## config.mk

```make
export PLATFORM = sky130hd
export DESIGN_NAME = wildcard_byte_pattern_matcher
export DESIGN_NICKNAME = d
export VERILOG_FILES = /design/src/hw/rtl/wbpm_pkg.sv /design/src/hw/rtl/wbpm_cell_array.sv /design/src/hw/rtl/wbpm_scan_ctrl.sv /design/src/hw/rtl/wildcard_byte_pattern_matcher.sv
export SDC_FILE = /design/constraint.sdc
export NUM_CORES = 2
export LEC_CHECK = 0
export BUFFER_PORTS_ARGS = -buffer_cell sky130_fd_sc_hd__buf_2
export CORE_UTILIZATION = 35
export DETAILED_ROUTE_END_ITERATION = 10
export SLEW_MARGIN = 20
export SYNTH_ARGS = -nofsm -noshare
export SYNTH_HDL_FRONTEND = slang
export SYNTH_SLANG_ARGS = --single-unit
```

## constraint.sdc

```tcl
create_clock -name aclk -period 18 [get_ports aclk]
set_input_delay 1.8 -clock aclk [delete_from_list [all_inputs] [get_ports aclk]]
set_output_delay 1.8 -clock aclk [all_outputs]
set_load 0.005 [all_outputs]
```

## src/hw/rtl/wbpm_pkg.sv

```systemverilog
// ----------------------------------------------------------------------------
// wbpm_pkg
// shared types and constants for the wildcard byte pattern matcher
// ----------------------------------------------------------------------------
package wbpm_pkg;

    localparam int PATTERN_MAX_DEFAULT = 256;
    localparam int LEN_W               = 9;
    localparam int OFFSET_W            = 32;
    localparam int BYTE_W              = 8;

    localparam logic [LEN_W-1:0]  LEN_RESET = 9'd1;
    localparam logic [BYTE_W-1:0] WILDCARD  = 8'h00;

    // word modes
    localparam logic MODE_LOAD = 1'b0;
    localparam logic MODE_SCAN = 1'b1;

    typedef struct packed {
        logic              mode;
        logic [BYTE_W-1:0] byte_value;
        logic [7:0]        pattern_index;
        logic              first_of_data;
        logic              last_of_data;
    } in_word_t;

    typedef struct packed {
        logic                match_found;
        logic [OFFSET_W-1:0] match_offset;
    } out_word_t;

    // one processed word as seen by the cell array and the scan control
    typedef struct packed {
        logic              load_en;
        logic              scan_en;
        logic              first_of_data;
        logic              last_of_data;
        logic [BYTE_W-1:0] byte_value;
        logic [7:0]        pattern_index;
    } step_t;

endpackage

```

## src/hw/rtl/wbpm_cell_array.sv

```systemverilog
// ----------------------------------------------------------------------------
// wbpm_cell_array
// pattern store and per-cell shift-and history, one compare per cell
// ----------------------------------------------------------------------------
module wbpm_cell_array #(
    parameter int PATTERN_MAX = wbpm_pkg::PATTERN_MAX_DEFAULT,
    localparam int IDX_W = $clog2(PATTERN_MAX),
    localparam int CMP_W = (IDX_W + 1 > wbpm_pkg::LEN_W) ? IDX_W + 1 : wbpm_pkg::LEN_W
) (
    input  logic                aclk,
    input  logic                aresetn,
    input  wbpm_pkg::step_t     step,
    input  logic [IDX_W-1:0]    tail_sel,
    output logic                tail_hit
);

    logic [wbpm_pkg::BYTE_W-1:0] pattern_reg [PATTERN_MAX];
    logic [PATTERN_MAX-1:0]      partial_reg;
    logic [PATTERN_MAX-1:0]      partial_next;
    logic [PATTERN_MAX-1:0]      hits;
    logic [CMP_W-1:0]            idx_ext;
    logic                        load_hit;

    assign idx_ext  = CMP_W'(step.pattern_index);
    assign load_hit = step.load_en && (idx_ext < CMP_W'(PATTERN_MAX));

    // store is undefined until written, so no reset
    always_ff @(posedge aclk) begin
        if (load_hit) begin
            pattern_reg[idx_ext[IDX_W-1:0]] <= step.byte_value;
        end
    end

    always_comb begin
        for (int j = 0; j < PATTERN_MAX; j++) begin
            hits[j] = (pattern_reg[j] == wbpm_pkg::WILDCARD) ||
                      (pattern_reg[j] == step.byte_value);
        end
    end

    // first word of a buffer starts from an empty history
    always_comb begin
        partial_next[0] = hits[0];
        for (int j = 1; j < PATTERN_MAX; j++) begin
            partial_next[j] = (step.first_of_data ? 1'b0 : partial_reg[j-1]) & hits[j];
        end
    end

    always_ff @(posedge aclk) begin
        if (!aresetn) begin
            partial_reg <= '0;
        end else if (step.scan_en) begin
            partial_reg <= partial_next;
        end
    end

    assign tail_hit = partial_next[tail_sel];

endmodule

```

## src/hw/rtl/wbpm_scan_ctrl.sv

```systemverilog
// ----------------------------------------------------------------------------
// wbpm_scan_ctrl
// byte position, reported flag and result word formation
// ----------------------------------------------------------------------------
module wbpm_scan_ctrl #(
    parameter int PATTERN_MAX = wbpm_pkg::PATTERN_MAX_DEFAULT,
    localparam int IDX_W = $clog2(PATTERN_MAX),
    localparam int CMP_W = (IDX_W + 1 > wbpm_pkg::LEN_W) ? IDX_W + 1 : wbpm_pkg::LEN_W
) (
    input  logic                          aclk,
    input  logic                          aresetn,
    input  wbpm_pkg::step_t               step,
    input  logic [wbpm_pkg::LEN_W-1:0]    pattern_length,
    input  logic                          tail_hit,
    output logic [IDX_W-1:0]              tail_sel,
    output logic                          res_valid,
    output wbpm_pkg::out_word_t           res_word
);

    localparam logic [wbpm_pkg::OFFSET_W-1:0] POS_MAX = '1;

    logic [wbpm_pkg::OFFSET_W-1:0] position_reg;
    logic [wbpm_pkg::OFFSET_W-1:0] position_next;
    logic                          reported_reg;
    logic                          reported_next;
    logic [CMP_W-1:0]              len_ext;
    logic [CMP_W-1:0]              len_eff;
    logic [CMP_W-1:0]              len_m1;
    logic [wbpm_pkg::OFFSET_W-1:0] len_m1_wide;
    logic [wbpm_pkg::OFFSET_W-1:0] here;
    logic                          reported_cur;

    // zero length acts as one, oversize clamps to the store depth
    always_comb begin
        len_ext = CMP_W'(pattern_length);
        if (len_ext == '0) begin
            len_eff = CMP_W'(1);
        end else if (len_ext > CMP_W'(PATTERN_MAX)) begin
            len_eff = CMP_W'(PATTERN_MAX);
        end else begin
            len_eff = len_ext;
        end
        len_m1      = len_eff - CMP_W'(1);
        len_m1_wide = wbpm_pkg::OFFSET_W'(len_m1);
    end

    assign tail_sel = len_m1[IDX_W-1:0];

    always_comb begin
        here          = step.first_of_data ? '0 : position_reg;
        reported_cur  = step.first_of_data ? 1'b0 : reported_reg;
        res_valid     = 1'b0;
        res_word      = '0;
        position_next = position_reg;
        reported_next = reported_reg;
        if (step.scan_en) begin
            position_next = (here == POS_MAX) ? here : here + 1'b1;
            if (!reported_cur) begin
                if (tail_hit) begin
                    res_valid            = 1'b1;
                    res_word.match_found = 1'b1;
                    res_word.match_offset = (here >= len_m1_wide) ? here - len_m1_wide : '0;
                end else if (step.last_of_data) begin
                    res_valid = 1'b1;
                end
            end
            reported_next = reported_cur | res_valid;
        end
    end

    always_ff @(posedge aclk) begin
        if (!aresetn) begin
            position_reg <= '0;
            reported_reg <= 1'b0;
        end else begin
            position_reg <= position_next;
            reported_reg <= reported_next;
        end
    end

endmodule

```

## src/hw/rtl/wildcard_byte_pattern_matcher.sv

```systemverilog
// ----------------------------------------------------------------------------
// wildcard_byte_pattern_matcher
// streaming first-match search of a stored byte pattern with 0x00 wildcards
// ----------------------------------------------------------------------------
// The block takes one word per clock while the input side is not stalled, and
// registers each result word once the result register is free. A word is
// either a pattern load (mode 0, written to the
// cell at pattern_index, ignored at or past the store depth) or a data byte
// (mode 1). Each data byte is compared against every pattern cell at once in
// a single stage between the input register and the result register; that
// one compare-and-shift stage across all cells sets the rate of one word per
// cycle. A result word comes out on the first match of a buffer (its start
// offset) or, if nothing matched, on the byte marked last (not found, offset
// zero); after that the buffer stays quiet until the next first mark. Load
// pattern cells before using them and write pattern_length only while the
// block is idle. While a result word waits on m_ready, one more word still
// enters the input register; the input side stalls only once that word is
// held as well.
// ----------------------------------------------------------------------------
module wildcard_byte_pattern_matcher #(
    parameter int PATTERN_MAX = wbpm_pkg::PATTERN_MAX_DEFAULT
) (
    input  logic                          aclk,
    input  logic                          aresetn,
    // pattern length register
    input  logic                          cfg_wr_en,
    input  logic [wbpm_pkg::LEN_W-1:0]    cfg_wr_data,
    // input words
    input  logic                          s_valid,
    output logic                          s_ready,
    input  wbpm_pkg::in_word_t            s_data,
    // result words
    output logic                          m_valid,
    input  logic                          m_ready,
    output wbpm_pkg::out_word_t           m_data
);

    localparam int IDX_W = $clog2(PATTERN_MAX);

    // config register
    logic [wbpm_pkg::LEN_W-1:0] len_reg;

    // input register stage
    logic                in_valid_reg;
    logic                in_valid_next;
    wbpm_pkg::in_word_t  in_word_reg;

    // result register stage
    logic                m_valid_reg;
    logic                m_valid_next;
    wbpm_pkg::out_word_t m_word_reg;

    // working signals
    logic                advance;
    logic                s_take;
    wbpm_pkg::step_t     step;
    logic [IDX_W-1:0]    tail_sel;
    logic                tail_hit;
    logic                res_valid;
    wbpm_pkg::out_word_t res_word;

    always_ff @(posedge aclk) begin
        if (!aresetn) begin
            len_reg <= wbpm_pkg::LEN_RESET;
        end else if (cfg_wr_en) begin
            len_reg <= cfg_wr_data;
        end
    end

    // the held word moves on whenever the result register can take its outcome
    assign advance = in_valid_reg && (!m_valid_reg || m_ready);
    assign s_ready = !in_valid_reg || advance;
    assign s_take  = s_valid && s_ready;

    always_comb begin
        in_valid_next = in_valid_reg;
        if (s_take) begin
            in_valid_next = 1'b1;
        end else if (advance) begin
            in_valid_next = 1'b0;
        end
    end

    always_ff @(posedge aclk) begin
        if (!aresetn) begin
            in_valid_reg <= 1'b0;
        end else begin
            in_valid_reg <= in_valid_next;
        end
    end

    // payload register, no reset needed
    always_ff @(posedge aclk) begin
        if (s_take) begin
            in_word_reg <= s_data;
        end
    end

    // first and last marks only matter on data bytes
    always_comb begin
        step.load_en       = advance && (in_word_reg.mode == wbpm_pkg::MODE_LOAD);
        step.scan_en       = advance && (in_word_reg.mode == wbpm_pkg::MODE_SCAN);
        step.first_of_data = in_word_reg.first_of_data;
        step.last_of_data  = in_word_reg.last_of_data;
        step.byte_value    = in_word_reg.byte_value;
        step.pattern_index = in_word_reg.pattern_index;
    end

    wbpm_cell_array #(
        .PATTERN_MAX (PATTERN_MAX)
    ) u_cells (
        .aclk     (aclk),
        .aresetn  (aresetn),
        .step     (step),
        .tail_sel (tail_sel),
        .tail_hit (tail_hit)
    );

    wbpm_scan_ctrl #(
        .PATTERN_MAX (PATTERN_MAX)
    ) u_ctrl (
        .aclk           (aclk),
        .aresetn        (aresetn),
        .step           (step),
        .pattern_length (len_reg),
        .tail_hit       (tail_hit),
        .tail_sel       (tail_sel),
        .res_valid      (res_valid),
        .res_word       (res_word)
    );

    // result register: loads on every advance, drains on m_ready otherwise
    always_comb begin
        m_valid_next = m_valid_reg;
        if (advance) begin
            m_valid_next = res_valid;
        end else if (m_ready) begin
            m_valid_next = 1'b0;
        end
    end

    always_ff @(posedge aclk) begin
        if (!aresetn) begin
            m_valid_reg <= 1'b0;
        end else begin
            m_valid_reg <= m_valid_next;
        end
    end

    always_ff @(posedge aclk) begin
        if (advance && res_valid) begin
            m_word_reg <= res_word;
        end
    end

    assign m_valid = m_valid_reg;
    assign m_data  = m_word_reg;

endmodule

```

Word level (Yosys, flattened, before mapping)

Memories as Yosys holds them, arrays and structs flattened.
Index checks and enable logic that the tools add are counted.

Add/subtract/negate cells: 3
Order comparisons: 4
Equality and inequality tests: 257
Muxes and demuxes: 275
Bitwise logic cells: 260
Reduce and logical (&&, ||, !) cells: 527

Operators with widths:

| operator                                                    | number |
|---|---|
| equality test 8 bit                                         | 256 |
| zero test 8 bit                                             | 256 |
| two-way mux 1 bit                                           | 268 |
| logical OR 1 bit                                            | 258 |
| AND 1 bit                                                   | 255 |
| two-way mux 32 bit                                          | 3 |
| two-way mux 33 bit                                          | 1 |
| adder 32 x 1 -> 32 bit (second input constant)              | 1 |
| equality test 32 bit (second input constant)                | 1 |
| >= comparator 32 x 9 -> 1 bit                               | 1 |
| subtractor 32 x 9 -> 32 bit                                 | 1 |
| less-than comparator 8 x 9 -> 1 bit (second input constant) | 2 |
| two-way mux 9 bit                                           | 2 |
| > comparator 9 bit (second input constant)                  | 1 |
| zero test 9 bit                                             | 1 |
| subtractor 9 x 1 -> 9 bit (second input constant)           | 1 |
| binary-select mux 1 bit (select 8 bit)                      | 1 |
| logical AND 1 bit                                           | 6 |
| inverter 1 bit                                              | 4 |
| nonzero test 2 bit                                          | 2 |
| OR reduction 4 bit                                          | 1 |
| zero test 1 bit                                             | 2 |
| OR reduction 2 bit                                          | 1 |
| bitwise OR 1 bit                                            | 1 |

Register bits after elaboration: 351
Bits in writable memories: 2048
Output and inout port bits: 35
Logic and storage cells: 1340
Memories: 1

Memories:

| name                | depth | bits a word | rd ports | clocked after Yosys merged registers in | wr ports | RTL line              | source |
|---|---|---|---|---|---|---|---|
| u_cells.pattern_reg | 256   | 8           | 256      | 0                                       | 1        | wbpm_cell_array.sv:17 | `logic [wbpm_pkg::BYTE_W-1:0] pattern_reg [PATTERN_MAX];` |

Depth between registers and ports, before layout

Word-level depth: 11
Depth in mapped cells: 24
Gate-level depth less buffers: 19

By module

Synthesis repeated with hierarchy kept, for this count alone.

Cells, all modules: 8416
Area total of the unflattened synthesis: 109953.0 um^2

By module, submodules not included:

| module                        | instances | cells each | area an instance (um^2) |
|---|---|---|---|
| wbpm_cell_array               | 1         | 7815       | 104407.6 |
| wbpm_scan_ctrl                | 1         | 506        | 3535.9 |
| wildcard_byte_pattern_matcher | 1         | 95         | 2009.4 |

Worst setup path before layout

No wires, ideal clock.

Path kind: register to register
Start: reg in_word_reg[17] (netlist name)
End: reg m_word_reg (netlist bit m_data[0]) (enable)
Library setup time: 0.474 ns
Arrival: 8.573 ns
Data required time: 17.526 ns
Setup slack: 8.953 ns
Stages on the path, launching flop included: 16
Clock period less this slack: 9.047 ns
Cells stage by stage: edfxtp_1 buf_2 buf_2 buf_2 buf_2 buf_2 xnor2_1 nand4_1 o21ai_0 nand2_1 a22oi_1 a31oi_1 a221o_1 a21oi_1 nand2_1 a21boi_0

Word-level cells in the longest chain between the ends: 10

RTL lines:

| what                                        | RTL line                             | source |
|---|---|---|
| start: declaration                          | wildcard_byte_pattern_matcher.sv:46  | `wbpm_pkg::in_word_t in_word_reg;` |
| start signal: assignment                    | wildcard_byte_pattern_matcher.sv:95  | `in_word_reg <= s_data;` |
| equality test 8 bit                         | wbpm_cell_array.sv:37                | `(pattern_reg[j] == step.byte_value);` |
| logical OR 1 bit                            | wbpm_cell_array.sv:36                | `hits[j] = (pattern_reg[j] == wbpm_pkg::WILDCARD) \|\|` |
| AND 1 bit                                   | wbpm_cell_array.sv:45                | `partial_next[j] = (step.first_of_data ? 1'b0 : partial_reg[j-1]) & hits[j];` |
| binary-select mux 1 bit (select 8 bit) (*)  | wbpm_cell_array.sv:57                | `assign tail_hit = partial_next[tail_sel];` |
| two-way mux 1 bit (not written as such) (*) | wbpm_cell_array.sv:57                |  |
| two-way mux 1 bit (*)                       | wbpm_scan_ctrl.sv:59                 | `if (tail_hit) begin` |
| two-way mux 1 bit (*)                       | wbpm_scan_ctrl.sv:58                 | `if (!reported_cur) begin` |
| two-way mux 1 bit (*) (2 in series)         | wbpm_scan_ctrl.sv:56                 | `if (step.scan_en) begin` |
| logical AND 1 bit (*)                       | wildcard_byte_pattern_matcher.sv:151 | `if (advance && res_valid) begin` |
| end signal: assignment                      | wildcard_byte_pattern_matcher.sv:152 | `m_word_reg <= res_word;` |
| end: declaration                            | wildcard_byte_pattern_matcher.sv:51  | `wbpm_pkg::out_word_t m_word_reg;` |

Every way passes the cells marked *; elsewhere a longest branch is shown, timed or not. The select of a mux whose other input is x is not followed.
A chain may end at the register's enable or synchronous reset.

Final worst setup path

Start: reg len_reg[2] (netlist name)
End: reg m_word_reg (netlist bit m_data[29]), data pin

Word-level cells in the longest chain between the ends: 8

RTL lines:

| what                                    | RTL line                            | source |
|---|---|---|
| start: declaration                      | wildcard_byte_pattern_matcher.sv:41 | `logic [wbpm_pkg::LEN_W-1:0] len_reg;` |
| start signal: assignment                | wildcard_byte_pattern_matcher.sv:64 | `len_reg <= wbpm_pkg::LEN_RESET;` |
| start signal: assignment                | wildcard_byte_pattern_matcher.sv:66 | `len_reg <= cfg_wr_data;` |
| > comparator 9 bit                      | wbpm_scan_ctrl.sv:38                | `end else if (len_ext > CMP_W'(PATTERN_MAX)) begin` |
| two-way mux 9 bit                       | wbpm_scan_ctrl.sv:38                |  |
| two-way mux 9 bit (*)                   | wbpm_scan_ctrl.sv:36                | `if (len_ext == '0) begin` |
| subtractor 9 x 1 -> 9 bit (*)           | wbpm_scan_ctrl.sv:43                | `len_m1 = len_eff - CMP_W'(1);` |
| binary-select mux 1 bit (select 8 bit)  | wbpm_cell_array.sv:57               |  |
| two-way mux 1 bit (not written as such) | wbpm_cell_array.sv:57               |  |
| inverter 1 bit (no line)                | -                                   |  |
| OR reduction 4 bit (no line)            | -                                   |  |

Marked as above.

==> key figures <==
Outcome
  • Status: finished, violations left
  • Violated checks: design-rule violations

Placed design
  • Area post-placement: 114,000 µm²
  • Hpwl dp: between 150 and 200 mm
  • Dpl ws: ~11 ns
  • Placed instance count: between 10,000 and 15,000
  • Routability congestion estimate from global placement: between 0.8 and 0.9
  • Port Buf Inserts: 67

Timing
  • Fin crit period: 7.38 ns
  • RSZ-0062 raised after global routing: no
  • Tightest Pin Transition: approximately 1.2 ns
  • Slew headroom: between 20% and 30%
  • Final setup vio count: 0
  • Worst Skew: 0.0715 ns
  • Slew Viols, Final: 0
  • Setup TNS: 0 ns
  • Maximum clock frequency: 0.135 GHz
  • Final Cycle Share: roughly two fifths
  • Final setup margin: between 10 and 15 ns
  • Final hold vios: 0
  • Fin Hold WS: 0.463 ns

Pwr
  • Total power: between 10 and 15 mW
  • Clock network power share: between 40 and 50%
  • Pleak: ~35 nW
  • P per Cell Area: between 90 and 100 nW/µm²
  • Flop pwr share: between 40 and 50%
  • Switch share: 22.2%
  • Sw power: 2.71 mW
  • VDD IR max: 0.107 mV
  • Combinational share of power: between 6 and 7%
  • Cell Int Power: approximately 9.5 mW

Yosys
  • Post-synthesis register bit count: approximately 2,400
  • Post-synthesis sequential area ratio: a little under two thirds
  • Top_reg_cell synth: edfxtp_1
  • Synthesis Warnings: 0
  • Mean post-synth cell area: 12.8 µm²
  • Cell variety after synth: 79
  • EDFF count, synth: around 2,100
  • Synthesized area: ~110,000 µm²
  • Dominant cell type by area after synthesis: edfxtp_1
  • Synthesized Nets: 8,536
  • Cells after Synth: 8,491
  • Async SR Flop Fraction: 0%
  • Synth top area share: just under 60%
  • Area contributors post-synth: edfxtp_1 (58%), xnor2_1 (16%), dfxtp_1 (5.5%), nor4_1 (3.2%), nand4_1 (2.9%)

Critical path
  • Worst EP required: ~19 ns
  • CP Capture Type: flop
  • Worst path cell trace: or4_1, o21ai_4, buf_4, inv_2, ha_4, inv_1, nor3_1, o21ai_1, buf_4, inv_1, ha_1, inv_1, o21bai_1, a21oi_1, o21bai_1, a21oi_1, o21ai_0, nor3_1, nand2_1, nand4_2, a2111oi_2
  • Crit path max fanout: 31
  • CP max stage cell: o21ai_1
  • CP Depth: 21
  • Largest stage delay on the critical path: 0.84 ns
  • Critical path arrival: approximately 8.1 ns
  • Setup CP Type: reg -> reg
  • Most common cell on crit path: inv_1
  • Worst Path Buf+Inv: 6
  • CP top delay family: compound AO/OA/AOI/OAI gates
  • Critical Path Start Type: flop
  • R2R cell count: 21

Global route
  • First-pass GRT wire length: approximately 430 mm
  • GRT overflow: 0
  • Largest net degree at the start of global routing: 134
  • Vias in the first global route: about 69,000
  • GRT Util Overall: 17.9%
  • Initial antenna violation count: 19

Clock tree
  • H-tree Lvls: 5
  • Clock-pin slew on the worst setup and hold paths: ~0.060 ns
  • Root Driver: clkbuf_16
  • CTS Sinks: about 2,400
  • Max Buffers Root-to-Sink: 4
  • CTS tree: built
  • Hold-fix buffers, CTS: 0
  • Clk_lat worst skew: around 0.94 ns
  • Number of setup buffers added after CTS: 0
  • Post_cts resized: 0
  • TritonCTS buffer count: 276

Cells and area
  • Final Util: a little under 40%
  • Final std cells w/o fill: 12,900
  • Area Overhead vs Synth: 12.6%
  • Commonest non-fill, non-tap cells in the layout: edfxtp_1 (2,100), xnor2_1 (1,937), nand2_1 (682), nor4_1 (549), nand4_1 (512)
  • Largest register FFs: between 2,000 and 2,500
  • Final Instance Area: around 120,000 µm²
  • Most common cell after layout, fill and taps aside: edfxtp_1
  • Share of cells above drive strength 1: under 10%
  • Total Nets Final: 8,603

Floorplanning
  • I/O pin count: about 70
  • CORE AREA: a little over 300,000 µm²
  • Rows: 204
  • DIE HEIGHT: 559 µm
  • Full die area: approximately 310,000 µm²
  • Die Wd: around 560 µm
  • Initial core utilization: roughly a third

Worst hold path
  • Min-delay worst type: reg -> reg
  • Hold Path Depth: 2

Detailed routing
  • Via count: between 60,000 and 70,000
  • DR WL/cell: roughly 22 µm
  • Remaining antenna violation count: 0
  • Vias per cell: between 5 and 6
  • Iteration-0 DRC Markers: 5,842
  • Pre-antenna DRT Iters: 9
  • Residual DRC count: 40
  • Final WL: approximately 290 mm

Run
  • Max Cap Viol: 0
-- metal layers --
layer  vias up  wire, µm  track usage [%]
met5         -        48                0
met4         8      8520             5.66
met3       481     17600             3.10
met2      2010    135000             29.8
met1     34500    125000             23.6
li1      31400         -                -
-- layout make-up --
cell class	count	area [µm²]
inverter	29	110
multi-input combinational	5643	37700
sequential	2399	69000
fill	28500	186000
timing repair buffer	209	1730
clock inverter	105	962
tap	4120	5150
antenna	2	5.00
clock buffer	372	7690
-- worst register-to-register path, cell delays in order, from the launching register on --
cell and delay [ns]:
dfxtp_1 0.42, or4_1 0.70, o21ai_4 0.19, buf_4 0.35, inv_2 0.36, ha_4 0.31
inv_1 0.08, nor3_1 0.05, o21ai_1 0.84, buf_4 0.35, inv_1 0.07, ha_1 0.31
inv_1 0.07, o21bai_1 0.14, a21oi_1 0.12, o21bai_1 0.14, a21oi_1 0.11, o21ai_0 0.58
nor3_1 0.33, nand2_1 0.26, nand4_2 0.78, a2111oi_2 0.61
-- cells in the mapped netlist, drive strengths merged (15+ instances only) --
| cell | instances |
|---|---|
| edfxtp | 2100 |
| nor2b | 124 |
| nand2 | 687 |
| a31oi | 58 |
| a22oi | 42 |
| dfxtp | 299 |
| nand3 | 155 |
| nand4 | 513 |
| and2 | 158 |
| nor4 | 549 |
| clkbuf | 166 |
| xnor2 | 1937 |
| xor2 | 145 |
| a21boi | 57 |
| buf | 254 |
| a21oi | 127 |
| nor2 | 380 |
| a32oi | 23 |
| o21ai | 426 |
| o211ai | 36 |
| nor3 | 48 |
| o221ai | 15 |
| inv | 28 |
| and3 | 15 |
-- worst paths after layout --
kind | start | end | slack, ns
worst min-delay path | u_cells.partial_reg[126] | u_cells.partial_reg[126] | 0.46
worst max-delay path | len_reg[2] | m_data[29] | 10.62
worst min register to register | u_cells.partial_reg[126] | u_cells.partial_reg[126] | 0.46
worst max register to register | len_reg[2] | m_data[29] | 10.62
-- cells by family (layout without fill, tap and decap cells) --
group / after synthesis / after routing / synth area share (%)
compound gates: 875 / 875 / 4.86
xor+xnor: 2082 / 2082 / 16.8
fa+ha+maj: 12 / 12 / 0.145
buf+inv: 449 / 715 / 1.87
flops: 2399 / 2399 / 63.5
mux: 10 / 10 / 0.0921
other cells: 0 / 2 / 0
simple gates: 2664 / 2664 / 12.7
-- power groups by stage --
| stage | logic (mW) | registers, mW | clock network [mW] |
|---|---|---|---|
| 6_report | 0.786 | 6.06 | 5.39 |
| 3_5_place_dp | 0.783 | 6.18 | 0 |
| 2_1_floorplan | 0.477 | 6.23 | 0 |
| 4_1_cts | 0.787 | 6.06 | 5.48 |
| 5_1_grt | 0.841 | 6.06 | 5.70 |
| 3_3_place_gp | 0.773 | 6.18 | 0 |
No activity file was read; power rests on OpenSTA's default activity.
